## src/rtl/etz_pkg.sv

```systemverilog
`timescale 1ns / 1ps
// ----------------------------------------------------------------------------
// etz_pkg
// Types, codes and calendar tables shared by the epoch time-zone converter.
// ----------------------------------------------------------------------------
package etz_pkg;

    typedef struct packed {
        logic        cmd;
        logic [31:0] time_in;
    } t_in_item;

    typedef struct packed {
        logic [31:0] time_out;
        logic        dst_active;
        logic [11:0] local_year;
        logic [3:0]  local_month;
        logic [4:0]  local_day;
        logic [4:0]  local_hour;
        logic [5:0]  local_minute;
        logic [5:0]  local_second;
    } t_out_item;

    typedef enum logic [3:0] {
        S_IDLE,
        S_LOCAL,
        S_DIV,
        S_YEAR,
        S_MONTH,
        S_RMON,
        S_RWEEK,
        S_RMUL,
        S_CMP,
        S_OUT
    } t_state;

    // divider jobs
    typedef enum logic [1:0] {
        J_SEC,
        J_MIN,
        J_HOUR,
        J_WDAY
    } t_job;

    localparam logic [1:0] IDX_ZONE   = 2'd0;
    localparam logic [1:0] IDX_RULE   = 2'd1;
    localparam logic [1:0] RULE_NONE  = 2'd0;
    localparam logic       CMD_TO_UTC = 1'b1;

    localparam logic [11:0] EPOCH_YEAR = 12'd1970;
    localparam logic [11:0] YEAR_2100  = 12'd2100;

    localparam logic [4:0] MONTH_LEN [12] = '{
        5'd31, 5'd28, 5'd31, 5'd30, 5'd31, 5'd30,
        5'd31, 5'd31, 5'd30, 5'd31, 5'd30, 5'd31
    };

    // rule table: index (select-1)*2 + {0 start, 1 end}; week 0 means last
    localparam logic [1:0] RULE_WEEK  [6] = '{2'd0, 2'd0, 2'd2, 2'd1, 2'd1, 2'd1};
    localparam logic [3:0] RULE_MONTH [6] = '{4'd3, 4'd10, 4'd3, 4'd11, 4'd10, 4'd4};
    localparam logic [1:0] RULE_HOUR  [6] = '{2'd2, 2'd3, 2'd2, 2'd2, 2'd2, 2'd3};

    // valid for years 1970 to 2106
    function automatic logic is_leap(input logic [11:0] year);
        is_leap = (year[1:0] == 2'b00) && (year != YEAR_2100);
    endfunction

    function automatic logic [4:0] month_len(input logic [11:0] year, input logic [3:0] m0);
        if (m0 == 4'd1) begin
            month_len = is_leap(year) ? 5'd29 : 5'd28;
        end else if (m0 < 4'd12) begin
            month_len = MONTH_LEN[m0];
        end else begin
            month_len = 5'd31;
        end
    endfunction

endpackage

```

## src/rtl/epoch_time_zone_dst_converter.sv

```systemverilog
`timescale 1ns / 1ps
// ----------------------------------------------------------------------------
// epoch_time_zone_dst_converter
// Converts seconds since 1970 between UTC and local time with a zone offset
// and a daylight saving rule pair, and gives the local calendar breakdown.
// ----------------------------------------------------------------------------
// Usage:
//   configuration channel (i_cfg_*): index 0 writes the signed HHMM zone
//   offset, index 1 the rule select (0 none, 1 Europe, 2 USA, 3 Australia);
//   other indexes are ignored. Write only while the block is idle.
//   input channel (i_in_*): one item, cmd and time_in, is taken when
//   o_in_ready is high; ready stays low until its result has been taken.
//   output channel (o_out_*): one result per item, held until accepted.
// Sequence:
//   reciprocal-multiply division for seconds, minutes and hours, a year walk
//   of one step per year since 1970 (up to 137), up to 12 month steps, and
//   with a rule selected two rule instants, each of up to 11 month steps, a
//   weekday division, a week adjustment and an instant multiply, then the
//   compare and the output. One item is in flight at a time; the shared
//   multiplier and the one-step year and month walks set how long it takes.
// Reset: offset 0, no rule, idle, nothing pending; datapath registers are not reset.
// Stall: a result not yet taken holds the block in S_OUT with o_out_valid high.
// ----------------------------------------------------------------------------
module epoch_time_zone_dst_converter (
    input  logic                i_clk,
    input  logic                i_rst_n,
    input  logic                i_cfg_valid,
    output logic                o_cfg_ready,
    input  logic [1:0]          i_cfg_index,
    input  logic [11:0]         i_cfg_data,
    input  logic                i_in_valid,
    output logic                o_in_ready,
    input  etz_pkg::t_in_item   i_in_data,
    output logic                o_out_valid,
    input  logic                i_out_ready,
    output etz_pkg::t_out_item  o_out_data
);
    import etz_pkg::*;

    t_state      r_state, n_state;
    logic [11:0] r_zone;
    logic [1:0]  r_rule;

    logic        r_cmd;
    logic [31:0] r_tin, r_off, r_local;
    t_job        r_job;
    logic [31:0] r_dq, r_q;
    logic [2:0]  r_rem;
    logic        r_ph;
    logic [5:0]  r_sec, r_min;
    logic [4:0]  r_hour;
    logic [15:0] r_days, r_acc;
    logic [11:0] r_year;
    logic [8:0]  r_t;
    logic [3:0]  r_m0, r_rm;
    logic        r_k;
    logic [16:0] r_dacc;
    logic [31:0] r_start, r_end;
    t_out_item   r_out;

    // zone offset in seconds from the HHMM register
    logic        tz_neg;
    logic [11:0] tz_mag;
    logic [23:0] tz_prod;
    logic [4:0]  tz_q;
    logic [6:0]  tz_r;
    logic [16:0] tz_secs;
    logic [31:0] off_secs;

    always_comb begin
        tz_neg   = r_zone[11];
        tz_mag   = tz_neg ? (12'd0 - r_zone) : r_zone;
        tz_prod  = {12'd0, tz_mag} * 24'd5243;
        tz_q     = tz_prod[23:19];
        tz_r     = 7'(tz_mag - 12'(tz_q) * 12'd100);
        tz_secs  = 17'((17'(tz_q) * 17'd60 + 17'(tz_r)) * 17'd60);
        off_secs = tz_neg ? (32'd0 - 32'(tz_secs)) : 32'(tz_secs);
    end

    // shared divider: reciprocal multiply, quotient from the high bits
    logic [31:0] mu_a, mu_m, mu_q;
    logic [63:0] mu_p;
    logic [5:0]  dv_d, dv_rem;
    always_comb begin
        case (r_job)
            J_SEC, J_MIN: begin
                mu_a = r_dq;
                mu_m = 32'h8888_8889;
                dv_d = 6'd60;
            end
            // divide by 8 first, then by 3
            J_HOUR: begin
                mu_a = {3'd0, r_dq[31:3]};
                mu_m = 32'hAAAA_AAAB;
                dv_d = 6'd24;
            end
            default: begin
                mu_a = r_dq;
                mu_m = 32'd149797;
                dv_d = 6'd7;
            end
        endcase
        mu_p = 64'(mu_a) * 64'(mu_m);
        case (r_job)
            J_SEC, J_MIN: mu_q = 32'(mu_p[63:37]);
            J_HOUR:       mu_q = 32'(mu_p[63:33]);
            default:      mu_q = 32'(mu_p[51:20]);
        endcase
        dv_rem = 6'(r_dq - r_q * 32'(dv_d));
    end

    // rule lookup
    logic [2:0]  ri;
    logic [1:0]  rw;
    logic        r_last;
    logic [3:0]  tmon;
    logic [8:0]  ylen;
    logic [4:0]  mlen_y, mlen_r;
    logic [2:0]  wd;
    logic [4:0]  wadd;
    logic [16:0] dnew;
    logic [31:0] inst;
    logic        dst;
    always_comb begin
        ri     = 3'({r_rule - 2'd1, r_k});
        rw     = RULE_WEEK[ri];
        r_last = (rw == 2'd0);
        tmon   = RULE_MONTH[ri] + (r_last ? 4'd1 : 4'd0);
        ylen   = is_leap(r_year) ? 9'd366 : 9'd365;
        mlen_y = month_len(r_year, r_m0);
        mlen_r = month_len(r_year, r_rm);
        wd     = r_rem;
        wadd   = (wd == 3'd0) ? 5'd0 : 5'(4'd7 - 4'(wd));
        dnew   = r_dacc + 17'(wadd) + (r_last ? 17'd0 : 17'(5'd7 * 5'(rw - 2'd1)))
                 - (r_last ? 17'd7 : 17'd0);
        inst   = 32'(r_dacc * 32'd86400) + 32'(RULE_HOUR[ri]) * 32'd3600;
        dst    = ((r_start < r_end) && (r_local >= r_start) && (r_local < r_end))
              || ((r_start > r_end) && ((r_local >= r_start) || (r_local < r_end)));
    end

    always_comb begin
        n_state = r_state;
        case (r_state)
            S_IDLE:  if (i_in_valid) n_state = S_LOCAL;
            S_LOCAL: n_state = S_DIV;
            S_DIV: begin
                if (r_ph) begin
                    n_state = (r_job == J_HOUR) ? S_YEAR :
                              (r_job == J_WDAY) ? S_RWEEK : S_DIV;
                end
            end
            S_YEAR:  if (32'(r_acc) + 32'(ylen) > 32'(r_days)) n_state = S_MONTH;
            S_MONTH: begin
                if ((r_m0 == 4'd11) || (r_t < 9'(mlen_y))) begin
                    n_state = (r_rule == RULE_NONE) ? S_CMP : S_RMON;
                end
            end
            S_RMON:  if (r_rm >= tmon - 4'd1) n_state = S_DIV;
            S_RWEEK: n_state = S_RMUL;
            S_RMUL:  n_state = r_k ? S_CMP : S_RMON;
            S_CMP:   n_state = S_OUT;
            S_OUT:   if (i_out_ready) n_state = S_IDLE;
            default: n_state = S_IDLE;
        endcase
    end

    always_ff @(posedge i_clk) begin
        if (!i_rst_n) begin
            r_state <= S_IDLE;
            r_zone  <= 12'd0;
            r_rule  <= RULE_NONE;
        end else begin
            r_state <= n_state;
            if (i_cfg_valid) begin
                if (i_cfg_index == IDX_ZONE) r_zone <= i_cfg_data;
                else if (i_cfg_index == IDX_RULE) r_rule <= i_cfg_data[1:0];
            end
        end
    end

    // datapath
    always_ff @(posedge i_clk) begin
        case (r_state)
            S_IDLE: begin
                r_cmd <= i_in_data.cmd;
                r_tin <= i_in_data.time_in;
                r_off <= off_secs;
            end
            S_LOCAL: begin
                r_local <= (r_cmd == CMD_TO_UTC) ? r_tin : r_tin + r_off;
                r_dq    <= (r_cmd == CMD_TO_UTC) ? r_tin : r_tin + r_off;
                r_ph    <= 1'b0;
                r_job   <= J_SEC;
            end
            S_DIV: begin
                if (!r_ph) begin
                    r_q  <= mu_q;
                    r_ph <= 1'b1;
                end else begin
                    r_ph <= 1'b0;
                    r_dq <= r_q;
                    case (r_job)
                        J_SEC: begin
                            r_sec <= dv_rem;
                            r_job <= J_MIN;
                        end
                        J_MIN: begin
                            r_min <= dv_rem;
                            r_job <= J_HOUR;
                        end
                        J_HOUR: begin
                            r_hour <= 5'(dv_rem);
                            r_days <= r_q[15:0];
                            r_year <= EPOCH_YEAR;
                            r_acc  <= 16'd0;
                        end
                        default: begin
                            r_rem <= 3'(dv_rem);
                        end
                    endcase
                end
            end
            S_YEAR: begin
                if (32'(r_acc) + 32'(ylen) > 32'(r_days)) begin
                    r_t  <= 9'(r_days - r_acc);
                    r_m0 <= 4'd0;
                end else begin
                    r_acc  <= r_acc + 16'(ylen);
                    r_year <= r_year + 12'd1;
                end
            end
            S_MONTH: begin
                if ((r_m0 == 4'd11) || (r_t < 9'(mlen_y))) begin
                    r_k    <= 1'b0;
                    r_rm   <= 4'd0;
                    r_dacc <= 17'(r_acc);
                end else begin
                    r_t  <= r_t - 9'(mlen_y);
                    r_m0 <= r_m0 + 4'd1;
                end
            end
            S_RMON: begin
                if (r_rm >= tmon - 4'd1) begin
                    r_dq  <= 32'(r_dacc) + 32'd4;
                    r_ph  <= 1'b0;
                    r_job <= J_WDAY;
                end else begin
                    r_dacc <= r_dacc + 17'(mlen_r);
                    r_rm   <= r_rm + 4'd1;
                end
            end
            S_RWEEK: r_dacc <= dnew;
            S_RMUL: begin
                if (r_k) r_end <= inst;
                else     r_start <= inst;
                r_k    <= 1'b1;
                r_rm   <= 4'd0;
                r_dacc <= 17'(r_acc);
            end
            S_CMP: begin
                r_out.dst_active   <= (r_rule != RULE_NONE) && dst;
                r_out.time_out     <= (r_cmd == CMD_TO_UTC)
                    ? (r_tin - r_off - (((r_rule != RULE_NONE) && dst) ? 32'd3600 : 32'd0))
                    : (r_local + (((r_rule != RULE_NONE) && dst) ? 32'd3600 : 32'd0));
                r_out.local_year   <= r_year;
                r_out.local_month  <= r_m0 + 4'd1;
                r_out.local_day    <= 5'(r_t + 9'd1);
                r_out.local_hour   <= r_hour;
                r_out.local_minute <= r_min;
                r_out.local_second <= r_sec;
            end
            default: ;
        endcase
    end

    assign o_cfg_ready = 1'b1;
    assign o_in_ready  = (r_state == S_IDLE);
    assign o_out_valid = (r_state == S_OUT);
    assign o_out_data  = r_out;

endmodule
```

## config.mk

```make
export PLATFORM = sky130hd
export DESIGN_NAME = epoch_time_zone_dst_converter
export DESIGN_NICKNAME = d
export VERILOG_FILES = /design/src/rtl/etz_pkg.sv /design/src/rtl/epoch_time_zone_dst_converter.sv
export SDC_FILE = /design/constraint.sdc
export NUM_CORES = 2
export LEC_CHECK = 0
export BUFFER_PORTS_ARGS = -buffer_cell sky130_fd_sc_hd__buf_2
export CORE_ASPECT_RATIO = 1.5
export CORE_MARGIN = 2
export CORE_UTILIZATION = 45
export DETAILED_ROUTE_END_ITERATION = 6
export PLACE_DENSITY = 0.67
export SYNTH_ARGS = -nofsm -noshare
export SYNTH_HDL_FRONTEND = slang
export SYNTH_SLANG_ARGS = --single-unit
```

## constraint.sdc

```tcl
create_clock -name i_clk -period 17 [get_ports i_clk]
set_input_delay 0.85 -clock i_clk [delete_from_list [all_inputs] [get_ports i_clk]]
set_output_delay 0.85 -clock i_clk [all_outputs]
set_load 0.01 [all_outputs]
```

# ---- Word-level counts from Yosys, hierarchy flattened
# Memory sizes are Yosys's and may differ from the RTL's.
# Cells that the tools add are included.
dict set report word_totals {
  register_bits 402
  output_inout_bits 74
  memories 5
  mem_bits_rw 0
  mem_bits_ro 224
  latchBits 0
}
dict set report classes {
  mux 72
  eq_ne 28
  n_reduce_logical 42
  bitwise 7
  div_mod_pow 0
  multipliers 9
  n_addsub 28
  order_cmp 12
  shifts 0
}
# name depth word_bits read_ports rd_ports_with_merged_regs wr line_no
set mem_list {}
lappend mem_list {{(name not given)} 16 5 1 0 0 etz_pkg.sv:72} ;# month_len = MONTH_LEN[m0];
lappend mem_list {{(name not given)} 16 5 1 0 0 etz_pkg.sv:72}
lappend mem_list {{(name not given)} 8 4 1 0 0 epoch_time_zone_dst_converter.sv:128} ;# tmon = RULE_MONTH[ri] + (r_last ? 4'd1 : 4'd0);
lappend mem_list {{(name not given)} 8 2 1 0 0 epoch_time_zone_dst_converter.sv:136} ;# inst = 32'(r_dacc * 32'd86400) + 32'(RULE_HOUR[ri]) * 32'd3600;
lappend mem_list {{(name not given)} 8 2 1 0 0 epoch_time_zone_dst_converter.sv:126} ;# rw = RULE_WEEK[ri];
# op n
set op_table {}
lappend op_table {{$mux W32} 5}
lappend op_table {{$pmux W32 S2} 2}
lappend op_table {{$pmux W32 S3} 1}
lappend op_table {{$pmux W17 S4} 1}
lappend op_table {{$lt A32 B32 Y1} 2}
lappend op_table {{$mul A32 B32 Y64} 1}
lappend op_table {{$sub A32 B32 Y32} 2}
lappend op_table {{$mux W12} 5}
lappend op_table {{$mux W4} 14}
lappend op_table {{$mux W17} 3}
lappend op_table {{$mux W16} 3}
lappend op_table {{$mux W5} 9}
lappend op_table {{$pmux W4 S10} 1}
lappend op_table {{$add A17 B5 Y17} 2}
lappend op_table {{$add A32 B12 Y32} 1}
lappend op_table {{$add A32 B14 Y32} 1}
lappend op_table {{$add A32 B32 Y32} 1}
lappend op_table {{$ge A32 B32 Y1} 1}
lappend op_table {{$gt A32 B32 Y1} 1}
lappend op_table {{$mul A32 B6 Y6} 1}
lappend op_table {{$pmux W16 S2} 1}
lappend op_table {{$reduce_and A3 Y1} 9}
lappend op_table {{$mul A17 B10 Y25 const B} 1}
lappend op_table {{$mul A12 B13 Y24 const B} 1}
lappend op_table {{other kinds (71)} 129}

# ---- Logic depth before layout (Yosys ltp)
dict set report depth {
  word_depth 12
  ltp_mapped 54
  ltp_nobuf 53
}

# ---- Worst setup path before layout
# Ideal clock, no wire load.
dict set report synth_timing {
  path_kind {register to register}
  start {register r_zone[0]}
  end {register r_off[16], data pin}
  path_stages_with_launch 54
  arrival_ns 11.720
  path_slack_ns 5.023
  path_cell_list {dfxtp_1 > inv_1 > ha_1 > nand2_1 > or2_2 > o31ai_1 > xnor2_1 > and2_1 > nor2_1 > ha_1 > or2_2 > ha_1 > inv_1 > fa_1 > inv_1 > fa_1 > inv_1 > fa_1 > [... 18 more ...] > o21a_1 > or2_2 > a2111oi_0 > a2111oi_2 > nand2_2 > xnor2_1 > fa_1 > inv_1 > ha_1 > clkbuf_1 > nand3_1 > nand2_1 > a41o_1 > o41ai_1 > xnor2_1 > o41ai_1 > xnor2_1 > xnor2_1}
}
dict set report synth_between {
  elab_chain_cells 9
}
# item line_no
set synth_lines {}
lappend synth_lines {{start: declaration} epoch_time_zone_dst_converter.sv:41} ;# logic [11:0] r_zone;
lappend synth_lines {{start signal: assignment} epoch_time_zone_dst_converter.sv:175} ;# if (i_cfg_index == IDX_ZONE) r_zone <= i_cfg_data;
lappend synth_lines {{$sub A1 B12 Y12} epoch_time_zone_dst_converter.sv:72} ;# tz_mag = tz_neg ? (12'd0 - r_zone) : r_zone;
lappend synth_lines {{$mux W12 *} epoch_time_zone_dst_converter.sv:72}
lappend synth_lines {{$mul A12 B13 Y24} epoch_time_zone_dst_converter.sv:73} ;# tz_prod = {12'd0, tz_mag} * 24'd5243;
lappend synth_lines {{$mul A5 B4 Y5} epoch_time_zone_dst_converter.sv:75} ;# tz_r = 7'(tz_mag - 12'(tz_q) * 12'd100);
lappend synth_lines {{$sub A7 B7 Y7} epoch_time_zone_dst_converter.sv:75}
lappend synth_lines {{$add A11 B7 Y12 *} epoch_time_zone_dst_converter.sv:76} ;# tz_secs = 17'((17'(tz_q) * 17'd60 + 17'(tz_r)) * 17'd60);
lappend synth_lines {{$mul A12 B4 Y15 *} epoch_time_zone_dst_converter.sv:76}
lappend synth_lines {{$sub A1 B17 Y18} epoch_time_zone_dst_converter.sv:77} ;# off_secs = tz_neg ? (32'd0 - 32'(tz_secs)) : 32'(tz_secs);
lappend synth_lines {{$mux W17 *} epoch_time_zone_dst_converter.sv:77}
lappend synth_lines {{via off_secs[16]} epoch_time_zone_dst_converter.sv:68} ;# logic [31:0] off_secs;
lappend synth_lines {{end signal: assignment} epoch_time_zone_dst_converter.sv:187} ;# r_off <= off_secs;
lappend synth_lines {{end: declaration} epoch_time_zone_dst_converter.sv:45} ;# logic [31:0] r_tin, r_off, r_local;
# Mark *: on every way through the listed nets, which the timed path passes. The rest lies on a longest branch.
# A chain may end at the register's enable or synchronous reset.

# ---- Final worst setup path
# Same ends and word-level chain as after synthesis.

==> summary by stage <==
Placement
The weighted congestion at the end of routability-driven global placement is 1.013. The worst setup timing slack at the placement stage is 3.364 ns. The placed instances occupy a cell area of 0.05736 sq mm.

The placed wire-length estimate is 142000 um. After detailed placement, the design holds a cell count of 7405. Buffers placed on the I/O ports in this run total 124.

Timing
The worst setup skew after layout is 0.04097 ns. The shortest period the worst path allows is 13.60 ns. Setup repair after global routing left no endpoint under its margin.

The number of pins exceeding their max-slew limit in the final report is 0. For this run, the top clock speed supported by timing is 73.55 MHz. The share of the clock period used by the worst path is 79.98%.

The final worst setup slack is 3.403 ns. At the pin with the least slew margin, the transition time is 1.432 ns. Setup violations remaining at the end of the flow were counted as 0.

The worst max-slew margin expressed relative to the limit is 3.547%. The number of hold violations in the final report is 0. Summed over all failing endpoints, the final setup total negative slack is 0 ns.

Die
The floorplan step set the die width to 288.4 um. For this configuration, the core starts out at a cell density of 45.32%. After floorplanning, the core was divided into 156 placement rows. The floorplan step defined a die boundary enclosing 0.1241 sq mm. For this design the top-level I/O count stands at 126. Measured along the y axis, the die boundary spans 430.5 um.

The floorplan step defined a core boundary enclosing 0.1204 sq mm.

Status
The flow ran to the end, and the final reports show no timing, DRC or antenna violations.

Worst setup path
By startpoint and endpoint, the worst setup path is classified as flop to flop. The worst setup path is captured at a flop. The kind of start point of the critical path is a flop. The maximum single-stage delay on the critical path is 0.59 ns. Along the worst path, the maximum fanout reaches 9. The cell with the largest stage delay on the worst path is sky130_fd_sc_hd__xnor2_1.

Among the stages of the critical path, the cell type that occurs most often is sky130_fd_sc_hd__xnor2_1. The data required time at the worst endpoint is 17.36 ns. The endpoint arrival time on the critical path is 13.96 ns.

Synth
The prevailing post-synth register cell is sky130_fd_sc_hd__edfxtp_1. After synthesis, the netlist uses 91 different library cells. The fraction of registers with async set/reset is 0%. The synthesized design contains 388 register bits. The number of cells produced by synthesis is 5700. Counting flops with a built-in enable in the synthesized netlist gives 370.

The average instance in the mapped netlist occupies 9.575 sq um. In this run the cell area of the synthesized design comes to 0.05458 sq mm. For this run, the register share of the synthesized area comes to 21.02%.

During synthesis, Yosys emitted a total of 0 warnings.

Global route
The first global-routing pass estimated 248400 um of wire. The number of global-route vias before repair is 42550. Global routing used 26.93% of the available tracks across all layers. The initial antenna violation count is 6. Entering global routing, the biggest net connects 72 pins. The remaining global-route overflow is 0.

Final layout
The count of cells in the finished layout, fillers not included, comes to 7479. Relative to the synthesized area, the layout overhead comes to 7.496%. The ratio of cells with drive above 1 in the final layout is 5.070%.

The sequential cell area is 0.01147 sq mm. The final instance area is 0.05867 sq mm. After filler insertion, the fill cell instance count of the layout stands at 11260. The multi-input combinational cells in the finished layout cover a total of 0.03751 sq mm. The number of nets in the finished design is 7457.

Hold path
The min-delay analysis places its worst path in the category input pin to flop.

Detailed routing
For this block, the routed nets add up to 164800 um of wire. After detailed routing, the number of vias per cell comes to 5.379. The length of the first detailed-routing pass in iterations is 6.

Dividing the detail-routed wire length by the instance count gives 22.03 um. The total via count in the routed design is 40230. The DRC violation count after routing is 0.

The number of nets with antenna violations after routing is 0. The iteration-0 DRC count of the detailed router is 2611.

CTS
The tree built by TritonCTS fans out to 388 sinks. Once the clock tree was built, the setup fixing pass inserted 0 buffers. The clock slew seen by the registers of the worst setup and hold paths is 0.07 ns.

TritonCTS built the clock tree. The clock tree root driver cell is sky130_fd_sc_hd__clkbuf_16. No sink is reached through more buffers than the 3 on the longest clock path.

The hold-fix buffer count after cts is 0. The clock latency reported for the late side of the worst-skew pair is 0.61 ns. The count of H-tree levels built during CTS is 2. The number of gates resized after CTS was 0. Counting the buffers created by CTS gives 39.

Flow run
The tool flagged a number of max-cap violations equal to 0.
worst paths after layout:
kind	endpoint	from	depth (start not counted)	slack, ns
max	r_off[16]$_DFFE_PP_	r_zone[0]$_SDFFE_PN0P_	45	3.40
min	r_tin[22]$_DFFE_PP_	i_in_data[22]	1	0.41
max reg2reg	r_off[16]$_DFFE_PP_	r_zone[0]$_SDFFE_PN0P_	45	3.40
min reg2reg	o_out_data[16]$_DFFE_PP_	r_hour[4]$_DFFE_PP_	0	0.42
cells in the mapped netlist, types with 24 or more instances:
cell type / count / area share [%]
sky130_fd_sc_hd__inv_1: 1463 / 10
sky130_fd_sc_hd__or3_1: 24 / 0.28
sky130_fd_sc_hd__nand3_1: 65 / 0.60
sky130_fd_sc_hd__or2_2: 28 / 0.32
sky130_fd_sc_hd__a21o_1: 98 / 1.3
sky130_fd_sc_hd__nor2b_1: 59 / 0.68
sky130_fd_sc_hd__a221o_1: 25 / 0.46
sky130_fd_sc_hd__ha_1: 937 / 21
sky130_fd_sc_hd__o21a_1: 48 / 0.66
sky130_fd_sc_hd__nand2b_1: 42 / 0.48
sky130_fd_sc_hd__clkbuf_1: 73 / 0.50
sky130_fd_sc_hd__o21ai_0: 166 / 1.5
sky130_fd_sc_hd__nor2_1: 253 / 1.7
sky130_fd_sc_hd__nand4_1: 36 / 0.41
sky130_fd_sc_hd__and2_1: 38 / 0.44
sky130_fd_sc_hd__xor2_1: 81 / 1.3
sky130_fd_sc_hd__xnor2_1: 231 / 3.7
sky130_fd_sc_hd__nand2_1: 351 / 2.4
sky130_fd_sc_hd__fa_1: 602 / 22
sky130_fd_sc_hd__edfxtp_1: 370 / 20
sky130_fd_sc_hd__mux2i_1: 39 / 0.72
sky130_fd_sc_hd__nor3_1: 62 / 0.57
sky130_fd_sc_hd__a21oi_1: 226 / 2.1
sky130_fd_sc_hd__and3_1: 45 / 0.52
flip-flops by register name, summed over array words and instances, names as in the netlist, 9 cells and up:
name / flops
r_end: 26
r_tin: 32
r_dacc: 17
r_local: 32
r_off: 16
r_days: 16
r_dq: 32
o_out_data: 71
r_zone: 12
r_acc: 16
r_t: 9
r_year: 12
r_start: 26
r_q: 32
final cells by class:
type	count	area share, %
Tap cell	1580	3.370
Inverter	1465	9.375
Clock inverter	20	0.4052
Multi-Input combinational cell	3810	63.93
Sequential cell	388	19.55
Antenna cell	2	0.008530
Clock buffer	52	1.815
Timing Repair Buffer	162	1.544
worst max-delay path: cells and delay by family (launching register included):
family / cells / cell delay [ns]
simple gates: 8 / 1.70
buf+inv: 6 / 0.40
fa+ha+maj: 11 / 4.86
flops: 1 / 0.53
xor+xnor: 8 / 2.15
compound gates: 12 / 3.67
through the flow:
| stage | utilization [%] | hold slack [ns] |
|---|---|---|
| detailed placement | 47.63 | 0.4045 |
| floorplan | - | 0.4003 |
| global placement | 47.63 | 0.4025 |
| global route | 48.71 | 0.3938 |
| finish | 48.72 | 0.4100 |
| CTS | 48.71 | 0.3697 |
kinds of logic (layout without fill, tap and decap cells):
| family | Yosys count | after routing | share of synthesized area [%] |
|---|---|---|---|
| buf+inv | 1556 | 1699 | 10.72 |
| mux | 45 | 45 | 0.8597 |
| fa+ha+maj | 1542 | 1542 | 43.62 |
| other cells | 2 | 58 | 0.01376 |
| compound gates | 791 | 791 | 9.388 |
| simple gates | 1063 | 1063 | 9.340 |
| flops | 388 | 388 | 21.02 |
| xor+xnor | 313 | 313 | 5.050 |
metal layers:
metal	wire, um	track usage, %	vias up	part of all wire, %
li1	-	-	18750	-
met1	53610	26.05	19650	33
met2	87540	50.86	1281	53
met3	6780	2.746	545	4.1
met4	16830	22.04	0	10
met5	0	0	-	0
cells in the final DEF (no fill, tap or decap), types with 65 or more instances in the layout:
cell type and count:
sky130_fd_sc_hd__inv_1 1462, sky130_fd_sc_hd__ha_1 937, sky130_fd_sc_hd__fa_1 602, sky130_fd_sc_hd__edfxtp_1 370, sky130_fd_sc_hd__nand2_1 351, sky130_fd_sc_hd__nor2_1 248
sky130_fd_sc_hd__xnor2_1 231, sky130_fd_sc_hd__a21oi_1 226, sky130_fd_sc_hd__o21ai_0 159, sky130_fd_sc_hd__buf_2 124, sky130_fd_sc_hd__a21o_1 98, sky130_fd_sc_hd__xor2_1 81
sky130_fd_sc_hd__nand3_1 65
Power is left out: the tool's default activity adds up to more than one toggle a clock period on the data nets, which glitch-free logic cannot reach.
